[src/hds_pkg.sv]
`timescale 1ns / 1ps
// Shared types and constants of the 3D heat-diffusion stencil.
// No dependencies; the RTL uses scoped names, the tb imports it.
package hds_pkg;

	localparam int VALUE_W       = 32;
	localparam int SUM_W         = 52;
	localparam int SIZE_FIELD_W  = 7;
	localparam int LAMBDA_W      = 16;
	localparam int CFG_INDEX_W   = 3;
	localparam int CFG_DATA_W    = 16;
	localparam int DEF_MAX_SIZE  = 64;
	localparam int QUEUE_DEPTH   = 4;
	localparam int SETTLE_CYCLES = 2;

	localparam logic [SIZE_FIELD_W-1:0] SIZE_RESET   = 7'd64;
	localparam logic [LAMBDA_W-1:0]     LAMBDA_RESET = 16'd8192;
	localparam logic [SUM_W-1:0]        SUM_MAX      = {SUM_W{1'b1}};

	typedef enum logic [CFG_INDEX_W-1:0] {
		CFG_SIZE_X = 3'd0,
		CFG_SIZE_Y = 3'd1,
		CFG_SIZE_Z = 3'd2,
		CFG_LAMBDA = 3'd3
	} cfg_reg_t;

	typedef struct packed {
		logic signed [VALUE_W-1:0] voxel_value;
		logic                      pad;
	} item_t;

	typedef struct packed {
		logic signed [VALUE_W-1:0] new_value;
		logic                      last;
		logic [SUM_W-1:0]          change_sum;
	} result_t;

	// One queued job: centre value, six neighbours and flags.
	typedef struct packed {
		logic signed [VALUE_W-1:0] u;
		logic signed [VALUE_W-1:0] xp;
		logic signed [VALUE_W-1:0] xm;
		logic signed [VALUE_W-1:0] yp;
		logic signed [VALUE_W-1:0] ym;
		logic signed [VALUE_W-1:0] zp;
		logic signed [VALUE_W-1:0] zm;
		logic                      interior;
		logic                      last;
		logic                      first;
	} job_t;

endpackage

[src/hds_queue.sv]
`timescale 1ns / 1ps
// Short job queue between the front end and the arithmetic back end.
// Uses hds_pkg::job_t and hds_pkg::QUEUE_DEPTH (a power of two).
module hds_queue (
	input  logic                                     clk,
	input  logic                                     arst_n,
	input  logic                                     push,
	input  hds_pkg::job_t                            din,
	input  logic                                     pop,
	output hds_pkg::job_t                            dout,
	output logic [$clog2(hds_pkg::QUEUE_DEPTH+1)-1:0] count
);

	localparam int AW = $clog2(hds_pkg::QUEUE_DEPTH);
	localparam int NW = $clog2(hds_pkg::QUEUE_DEPTH + 1);

	hds_pkg::job_t mem [hds_pkg::QUEUE_DEPTH];
	logic [AW-1:0] wr_q, rd_q;
	logic [NW-1:0] count_q;

	always_ff @(posedge clk or negedge arst_n) begin
		if (!arst_n) begin
			wr_q    <= '0;
			rd_q    <= '0;
			count_q <= '0;
		end else begin
			if (push)
				wr_q <= wr_q + AW'(1);
			if (pop)
				rd_q <= rd_q + AW'(1);
			count_q <= count_q + NW'(push) - NW'(pop);
		end
	end

	always_ff @(posedge clk) begin
		if (push)
			mem[wr_q] <= din;
	end

	assign dout  = mem[rd_q];
	assign count = count_q;

endmodule

[config.mk]
export PLATFORM = sky130hd
export DESIGN_NAME = hds_queue
export DESIGN_NICKNAME = d
export VERILOG_FILES = /design/src/hds_pkg.sv /design/src/hds_queue.sv
export SDC_FILE = /design/constraint.sdc
export NUM_CORES = 1
export LEC_CHECK = 0
export ABC_AREA = 1
export ABC_CLOCK_PERIOD_IN_PS = 5400
export BUFFER_PORTS_ARGS = -buffer_cell sky130_fd_sc_hd__buf_2
export CORE_MARGIN = 1.5
export CORE_UTILIZATION = 53
export CTS_CLUSTER_DIAMETER = 60
export CTS_CLUSTER_SIZE = 20
export DETAILED_ROUTE_END_ITERATION = 6
export PLACE_DENSITY_LB_ADDON = 0.05
export SYNTH_ARGS = -nofsm -noshare
export SYNTH_HDL_FRONTEND = slang
export SYNTH_SLANG_ARGS = --single-unit
[constraint.sdc]
create_clock -name clk -period 5.4 [get_ports clk]
set_input_delay 0 -clock clk [delete_from_list [all_inputs] [get_ports clk]]
set_output_delay 0 -clock clk [all_outputs]
set_load 0.01 [all_outputs]
==> flow_summary.yaml <==
route:
  ant_nets: 0
  num_vias: 24800
  viasPerCell: 4.74
  routed_wl_um: 86200
  post_drt_wl_per_cell_um: 16.5
  drt_first_pass_iters: 7
  drtIter0Drc: 1609
  drc_errors: 0
global_route:
  antenna_found_initial: 12
  grt_pass1_vias: 23600
  grt_start_max_net_pins: 225
  grt_usage_pct: 23.0
  grt_overflow: 0
  grt_pass1_wl_um: 132000
clock_tree:
  clockRootBuffer: "clkbuf_16"
  htreeDepth: 2
  cts.sinks: 915
  cts_tree: "yes"
  clkTransAtPathRegs_ns: 0.08
  post_cts_buffers: 0
  cts.path.max_buffers: 3
  cts_inserted_buffers: 60
  clk_latency_ns: 0.64
layout:
  areaGrowthSynthToFinish_pct: 19.2
  fillerInstances: 5777
  drive_gt1_share_pct: 13.7
  nNetsFinal: 4466
  final_cell_mix: "nand2_1, inv_1, edfxtp_1"
  final_common_cell: "nand2_1"
  multi_input_area_mm2: 0.00671
  regArea_mm2: 0.0274
yosys:
  synth_top_family_by_area: "simple AND/OR/NAND/NOR gates"
  synth-simple-area-share_pct: 17.1
  yosys.cell_types.count: 15
  synthAdderAreaFrac_pct: 0.248
  synth_nets: 3839
  synth_compound_area_share_pct: 0.0130
  synth-xor-area-share_pct: 0.0685
  syn_inst: 3601
  syn_area_mm2: 0.0384
  ys_seq_area_share_pct: 71.5
  synth_mux_area_share_pct: 0
  syn-mean-instance-area_um2: 10.7
  synth-seq-cells: 915
  yosys_warnings: 0
timing:
  fmax_ghz: 0.291
  rsz0062_at_grt: "no"
  finalHoldViolCount: 0
  period_share_pct: 63.6
  setup_ws_ns: 1.97
  finalCriticalPeriod_ns: 3.43
  maxSlewHeadroom_pct: 12.6
  finalSetupTns_ns: 0
  maxSlewViolCount: 0
  setup_viol_count_final: 0
  worstMarginPinSlew_ns: 1.31
  finalClockSkew_ns: 0.0201
die:
  initial_core_util_pct: 53.6
  rows: 98
  core_mm2: 0.0716
  ios: 461
  die_h_um: 272
  die_area_mm2: 0.0740
  die_w_um: 272
placement:
  gp_congestion: 0.825
  dp_hpwl_um: 48700
  io_buffer_count: 460
  dpl_worst_slack_ns: 2.63
run:
  max-cap-violations: 0
setup_path:
  crit_path_max_fanout: 188
  end_kind: "primary output"
  required_ns: 5.40
  start_kind: "flop"
  crit_arrival_ns: 3.43
  critical_path_class: "reg -> out"
power:
  power.density_mw_per_mm2: 502
  peakVddDrop_v: 0.000540
  finalPower_mw: 23.0
  power_leakage_nw: 21.2
outcome:
  run_status: "completed"
hold_path:
  hold_class: "in -> reg"
[routing by layer]
layer	GRT usage (%)	wire, um	part of all wire (%)
met5	0	93	0.11
met4	8.01	2950	3.4
met3	3.95	4760	5.5
met2	38.7	42500	49
met1	30.3	35900	42
[metrics by stage]
step	util, %	hold WS (ns)	cell area (um^2)	cells
global route	63.9	0.0698	45700	5224
floorplan	-	-0.296	38400	3601
finish	63.9	0.100	45700	5224
detailed placement	57.8	-0.139	41400	4885
CTS	63.8	0.0438	45700	5221
global placement	57.8	-0.137	41400	4885
[sequential cells by signal, indices dropped and copies added (netlist names)]
register and flops:
count 3, mem 908, rd_q 2, wr_q 2
[worst paths after layout]
path	to	cells past startpoint	slack (ns)	start
worst max-delay path	dout[91]	6	1.97	rd_q[0]
worst min-delay path	mem[3][194]	2	0.10	din[194]
worst max register to register	mem[2][162]	5	2.63	wr_q[0]
worst min register to register	wr_q[0]	1	0.53	wr_q[0]
max in group asynchronous	rd_q[0]	3	4.70	arst_n
min in group asynchronous	count[2]	3	0.34	arst_n
[power by group]
part	total, mW	switching [mW]	leakage (nW)	internal, mW
clock network	4.76	2.37	0.954	2.40
logic	8.57	5.94	11.8	2.62
registers	9.64	0.370	8.42	9.27
[repair_timing]
| action | in CTS | in global routing |
|---|---|---|
| hold buffers | 231 | 0 |
| hold endpoints to repair | 921 | 0 |
| gates resized for setup | 0 | 0 |
[cells by family (layout without fill, tap and decap cells)]
| kind of cell | after synthesis | in the layout |
|---|---|---|
| flops | 915 | 915 |
| simple gates | 1601 | 1601 |
| xor+xnor | 3 | 3 |
| buf+inv | 1074 | 1744 |
| compound gates | 1 | 1 |
| other cells | 0 | 3 |
| fa+ha+maj | 7 | 7 |
[cell usage after synthesis (all sizes together)]
cell type | count | area share [%]
o21ai | 1 | 0.013
xor2 | 3 | 0.069
buf | 128 | 1.7
fa | 1 | 0.052
dfrtp | 7 | 0.46
ha | 6 | 0.20
nand3 | 455 | 5.9
clkbuf | 24 | 0.23
inv | 922 | 9.0
edfxtp | 908 | 71
nand2 | 1146 | 11
[critical path: stages, from the launching register on]
cell and delay (ns):
dfrtp_4 0.64, inv_8 0.70, buf_4 0.65, nand2_1 0.16, nand3_1 0.10, nand2_1 0.05
buf_2 0.13
[final cells by class]
cell class / count / share of cell area (%)
Antenna cell: 3 / 0.0164
Clock buffer: 71 / 3.42
Clock inverter: 34 / 0.922
Inverter: 922 / 7.63
Multi-Input combinational cell: 1612 / 14.7
Sequential cell: 915 / 60.0
Tap cell: 950 / 2.60
Timing Repair Buffer: 717 / 10.7
Power figures use the tool's default switching activity.
