==> src/hds_pkg.sv <==
`timescale 1ns / 1ps
// Shared types and constants of the 3D heat-diffusion stencil.
// No dependencies; the RTL uses scoped names, the tb imports it.
package hds_pkg;

	localparam int VALUE_W       = 32;
	localparam int SUM_W         = 52;
	localparam int SIZE_FIELD_W  = 7;
	localparam int LAMBDA_W      = 16;
	localparam int CFG_INDEX_W   = 3;
	localparam int CFG_DATA_W    = 16;
	localparam int DEF_MAX_SIZE  = 64;
	localparam int QUEUE_DEPTH   = 4;
	localparam int SETTLE_CYCLES = 2;

	localparam logic [SIZE_FIELD_W-1:0] SIZE_RESET   = 7'd64;
	localparam logic [LAMBDA_W-1:0]     LAMBDA_RESET = 16'd8192;
	localparam logic [SUM_W-1:0]        SUM_MAX      = {SUM_W{1'b1}};

	typedef enum logic [CFG_INDEX_W-1:0] {
		CFG_SIZE_X = 3'd0,
		CFG_SIZE_Y = 3'd1,
		CFG_SIZE_Z = 3'd2,
		CFG_LAMBDA = 3'd3
	} cfg_reg_t;

	typedef struct packed {
		logic signed [VALUE_W-1:0] voxel_value;
		logic                      pad;
	} item_t;

	typedef struct packed {
		logic signed [VALUE_W-1:0] new_value;
		logic                      last;
		logic [SUM_W-1:0]          change_sum;
	} result_t;

	// One queued job: centre value, six neighbours and flags.
	typedef struct packed {
		logic signed [VALUE_W-1:0] u;
		logic signed [VALUE_W-1:0] xp;
		logic signed [VALUE_W-1:0] xm;
		logic signed [VALUE_W-1:0] yp;
		logic signed [VALUE_W-1:0] ym;
		logic signed [VALUE_W-1:0] zp;
		logic signed [VALUE_W-1:0] zm;
		logic                      interior;
		logic                      last;
		logic                      first;
	} job_t;

endpackage

==> src/hds_back.sv <==
`timescale 1ns / 1ps
// Back end: neighbour sum, gain multiply, rounding, clamp and change sum.
// Uses hds_pkg types; the last stage is the output register.
module hds_back (
	input  logic                         clk,
	input  logic                         arst_n,
	input  logic                         job_avail,
	input  hds_pkg::job_t                job,
	input  logic [hds_pkg::LAMBDA_W-1:0] lambda,
	output logic                         pop,
	output logic                         result_valid,
	input  logic                         result_ready,
	output hds_pkg::result_t             result
);

	localparam logic signed [38:0] VMAX = 39'sd2147483647;
	localparam logic signed [38:0] VMIN = -39'sd2147483648;

	logic en;
	logic v1_s1, v2_s2, v3_s3, v4_s4, v5_s5, v6_s6, v7_s7;

	logic signed [31:0] u_s1, u_s2, u_s3, u_s4, u_s5, u_s6;
	logic [2:0]         fl_s1, fl_s2, fl_s3, fl_s4, fl_s5, fl_s6;
	logic signed [32:0] p1_s1, p2_s1, p3_s1;
	logic signed [34:0] u6_s1;
	logic signed [33:0] q_s2;
	logic signed [35:0] r_s2;
	logic signed [36:0] s_s3;
	logic signed [53:0] prod_s4;
	logic               neg_s5, neg_s6;
	logic [52:0]        ap_s5;
	logic [36:0]        mag_s6;

	logic signed [38:0] rr;
	logic signed [31:0] nv;
	logic [52:0]        acc_sum;
	logic [51:0]        acc_base, acc_sat, acc_q;

	logic signed [31:0] nv_s7;
	logic               last_s7;
	logic [51:0]        sum_s7;

	assign en  = !v7_s7 || result_ready;
	assign pop = en && job_avail;

	// flags travel as {interior, last, first}
	always_ff @(posedge clk or negedge arst_n) begin
		if (!arst_n) begin
			v1_s1 <= 1'b0;
			v2_s2 <= 1'b0;
			v3_s3 <= 1'b0;
			v4_s4 <= 1'b0;
			v5_s5 <= 1'b0;
			v6_s6 <= 1'b0;
			v7_s7 <= 1'b0;
			acc_q <= '0;
		end else if (en) begin
			v1_s1 <= pop;
			v2_s2 <= v1_s1;
			v3_s3 <= v2_s2;
			v4_s4 <= v3_s3;
			v5_s5 <= v4_s4;
			v6_s6 <= v5_s5;
			v7_s7 <= v6_s6;
			if (v6_s6)
				acc_q <= fl_s6[1] ? '0 : acc_sat;
		end
	end

	always_comb begin
		if (neg_s6)
			rr = 39'(u_s6) + $signed({2'b00, mag_s6});
		else
			rr = 39'(u_s6) - $signed({2'b00, mag_s6});
		if (rr > VMAX)
			nv = VMAX[31:0];
		else if (rr < VMIN)
			nv = VMIN[31:0];
		else
			nv = rr[31:0];

		// first result of a grid starts from an empty sum
		acc_base = fl_s6[0] ? '0 : acc_q;
		acc_sum  = 53'(acc_base) + 53'(mag_s6);
		acc_sat  = (acc_sum > 53'(hds_pkg::SUM_MAX)) ? hds_pkg::SUM_MAX : acc_sum[51:0];
	end

	always_ff @(posedge clk) begin
		if (en) begin
			u_s1  <= job.u;
			fl_s1 <= {job.interior, job.last, job.first};
			p1_s1 <= 33'(job.xp) + 33'(job.xm);
			p2_s1 <= 33'(job.yp) + 33'(job.ym);
			p3_s1 <= 33'(job.zp) + 33'(job.zm);
			u6_s1 <= (35'(job.u) <<< 2) + (35'(job.u) <<< 1);

			u_s2  <= u_s1;
			fl_s2 <= fl_s1;
			q_s2  <= 34'(p1_s1) + 34'(p2_s1);
			r_s2  <= 36'(u6_s1) - 36'(p3_s1);

			u_s3  <= u_s2;
			fl_s3 <= fl_s2;
			s_s3  <= 37'(r_s2) - 37'(q_s2);

			u_s4    <= u_s3;
			fl_s4   <= fl_s3;
			prod_s4 <= 54'(s_s3) * 54'($signed({1'b0, lambda}));

			u_s5   <= u_s4;
			fl_s5  <= fl_s4;
			neg_s5 <= prod_s4[53];
			ap_s5  <= prod_s4[53] ? 53'(-prod_s4) : 53'(prod_s4);

			// round half away from zero; boundary voxels pass through
			u_s6   <= u_s5;
			fl_s6  <= fl_s5;
			neg_s6 <= neg_s5;
			mag_s6 <= fl_s5[2] ? 37'((ap_s5 + 53'(32768)) >> 16) : '0;

			nv_s7   <= nv;
			last_s7 <= fl_s6[1];
			sum_s7  <= fl_s6[1] ? acc_sat : '0;
		end
	end

	assign result_valid      = v7_s7;
	assign result.new_value  = nv_s7;
	assign result.last       = last_s7;
	assign result.change_sum = sum_s7;

endmodule

==> config.mk <==
export PLATFORM = sky130hd
export DESIGN_NAME = hds_back
export DESIGN_NICKNAME = d
export VERILOG_FILES = /design/src/hds_pkg.sv /design/src/hds_back.sv
export SDC_FILE = /design/constraint.sdc
export NUM_CORES = 2
export LEC_CHECK = 0
export ABC_AREA = 1
export BUFFER_PORTS_ARGS = -buffer_cell sky130_fd_sc_hd__buf_4
export CORE_MARGIN = 3
export CORE_UTILIZATION = 69
export CTS_CLUSTER_SIZE = 28
export DETAILED_ROUTE_END_ITERATION = 10
export PLACE_DENSITY = 0.95
export SYNTH_ARGS = -nofsm -noshare
export SYNTH_HDL_FRONTEND = slang
export SYNTH_SLANG_ARGS = --single-unit
==> constraint.sdc <==
create_clock -name clk -period 43.5 [get_ports clk]
set_clock_uncertainty 0.1 [all_clocks]
set_input_delay 6.525 -clock clk [delete_from_list [all_inputs] [get_ports clk]]
set_output_delay 6.525 -clock clk [all_outputs]
set_load 0.1 [all_outputs]
==> flow_summary.toml <==
[die]
num_io_pins = 334
core-area_um2 = 95150
start_util_pct = 69.65
rows = 113
dieArea_um2 = 99800
die_w_um = 315.9
fp.dieH_um = 315.9

[global_route]
gr-total-overflow = 0
antenna_found_initial = 3
grt_pass1_wl_um = 292300
gr-usage-all-layers_pct = 37.18
grt_pass1_vias = 57470
grt_max_degree = 143

[yosys]
ys_warn_count = 0
synth_edf_count = 663
synthXorXnorAreaFrac_pct = 5.313
yosysSeqAreaShare_pct = 32.27
synth_compound_area_share_pct = 9.219
muxShareOfSynthArea_pct = 0
synthArstFlopShare_pct = 8.172
yosys.area_share.simple_pct = 17.49
syn-num-nets = 9097
synthCells = 7848
synth_common_cells = "nand2_1 (1,852), inv_1 (1,601), edfxtp_1 (663)"
ys.flop_type = "edfxtp_1"
synth_top_family_by_area = "adder cells"
synthAdderAreaFrac_pct = 25.35
synth_top_area_share_pct = 30.04
synth_cell_types = 62
yosysMostFrequentCell = "nand2_1"
synth_area_per_cell_um2 = 8.444
yosysTopAreaCell = "edfxtp_1"
synth.area.top_cells = "edfxtp_1 (30%), fa_1 (17%), nand2_1 (10%), inv_1 (9.1%), ha_1 (8.2%)"
synth_area_um2 = 66270
ys_ff_latch = 722

[sta]
fmax_mhz = 67.48
timing.final.crit_share_pct = 34.07
setup_tns_ns = 0
setup_violations = 0
hold_viol = 0
tightest_slew_ns = 1.130
rsz0062_at_grt = "no"
relSlewSlack_pct = 24.66
slew_violations = 0
min_period_ns = 14.82

[route]
wirelength_um = 184200
ant_nets = 0
via_per_inst = 5.865
drtIter0Drc = 5758
routedWlPerCell_um = 19.56
vias = 55240
dr.pass1.iters = 10
drcViolationCount = 0

[clock_tree]
htreeDepth = 3
cts_sinks = 722
clk_pin_slew_ns = 0.06
cts_hold_buf = 0
cts_buffer_depth = 3
cts-buffers-inserted = 76
tritoncts = "done"
ctsResizeCount = 0
cts_setup_buffers = 0
ctsRootBufferMaster = "clkbuf_16"
clock_latency_ns = 0.66

[worst_setup_path]
endpoint_kind = "primary output"
start_kind = "primary input"
crit_arrival_ns = 8.19
crit_type = "in -> out"
cp_max_fo = 142
cp.required_ns = 36.88

[flow_run]
cap_viol_max_count = 0

[min_path]
hp-class = "reg -> reg"

[placed_design]
globalplace.congestion = 0.9943
portBuffers = 333
dp.final_hpwl_um = 143000

[finish]
drive_gt1_share_pct = 7.286
nNetsFinal = 9338
n_fill_cell = 6328
area_growth_pct = 9.187

[outcome]
outcome = "finished clean"
-- metal layers --
| metal | up-vias | global-route usage (%) | routed length (um) | part of all wire (%) |
|---|---|---|---|---|
| met4 | 4 | 19.10 | 10680 | 5.8 |
| met5 | - | 0 | 27 | 0.015 |
| met1 | 25860 | 43.31 | 64980 | 35 |
| met2 | 3254 | 65.10 | 91080 | 49 |
| li1 | 25250 | - | - | - |
| met3 | 874 | 7.603 | 17450 | 9.5 |
-- sequential cells by signal, indices dropped and copies added (netlist names), 32 cells and up --
signal	cells
prod_s4	54
acc_q	52
sum_s7	52
ap_s5	38
mag_s6	37
s_s3	37
r_s2	36
q_s2	34
p1_s1	33
p2_s1	33
p3_s1	33
nv_s7	32
u6_s1	32
u_s1	32
u_s2	32
u_s3	32
u_s4	32
u_s5	32
u_s6	32
-- kinds of logic after synthesis --
| kind of cell | Yosys count |
|---|---|
| and+or+nand+nor | 2857 |
| buffers and inverters | 1800 |
| AOI/OAI and AO/OA | 1065 |
| adders and majority gates | 1002 |
| DFF | 722 |
| xor gates and xnor gates | 402 |
-- path summary, 6_finish.rpt --
check	cells after the start	to	slack [ns]	startpoint
min in group asynchronous	1	acc_q[41]$_DFFE_PN0P_	5.85	arst_n
max in group asynchronous	1	acc_q[11]$_DFFE_PN0P_	36.87	arst_n
hold reg to reg	0	u_s6[1]$_DFFE_PN_	0.29	u_s5[1]$_DFFE_PN_
hold / removal	0	u_s6[1]$_DFFE_PN_	0.29	u_s5[1]$_DFFE_PN_
setup reg to reg	18	prod_s4[53]$_DFFE_PN_	36.34	s_s3[36]$_DFFE_PN_
setup / recovery	6	pop	28.68	result_ready
-- placed cells by master (no fill, tap or decap), types with 7 or more instances in the layout --
master,synthesis,layout
o21ai_1,30,30
fa_1,568,568
inv_1,1601,1601
a21boi_0,26,26
edfxtp_1,663,663
clkbuf_1,138,13
a21oi_2,40,40
nand3b_1,7,7
nand4_1,36,36
a21o_1,49,49
buf_4,2,346
o21ai_0,280,280
clkinvlp_4,0,7
clkinv_2,0,8
a21oi_1,459,459
o21ai_2,8,8
o21bai_1,48,48
nand2_2,16,15
o21a_1,13,13
nor4_1,33,33
and2_1,8,8
ha_1,434,434
dfrtp_1,59,59
xor2_1,252,252
nor2_2,21,22
nor3_1,109,109
clkbuf_16,0,76
nand3_1,185,185
o211ai_1,17,17
clkinv_1,3,9
nand2_1,1852,1852
inv_2,12,13
nor2_1,560,559
xnor2_1,150,150
o31ai_1,7,7
bufinv_16,0,12
a31oi_1,56,56
-- metrics by stage --
step | cells | worst slack [ns] | utilization [%] | hold slack (ns) | instance area (um2)
final | 9419 | 28.68 | 76.05 | 0.2913 | 72360
after global routing | 9418 | 28.56 | 76.04 | 0.2973 | 72360
after CTS | 9418 | 28.64 | 76.04 | 0.2935 | 72360
after detailed placement | 9276 | 28.65 | 73.23 | 0.3045 | 69680
after global placement | 9276 | 28.71 | 73.23 | 0.3004 | 69680
after floorplan | 7848 | 14.26 | - | 0.3003 | 66270
-- area by class of cell --
cell class              count  area (um2)  area share [%]
diodes                      1       2.502        0.003458
clock buffers              90        1964           2.715
flip-flops and latches    722       21390           29.55
inverters                1617        6082           8.405
well taps                1265        1583           2.187
clock inverters            52       715.7          0.9891
multi-input cells        5326       38030           52.56
repair buffers            346        2597           3.590
-- worst max-delay path, cell delays in order --
cell and delay [ns]:
buf_4 0.11, nor2_1 0.56, inv_8 0.46, nand2_1 0.23
inv_1 0.06, buf_4 0.23
Power is left out: the tool's default activity adds up to more than one toggle a clock period on the data nets, which glitch-free logic cannot reach.
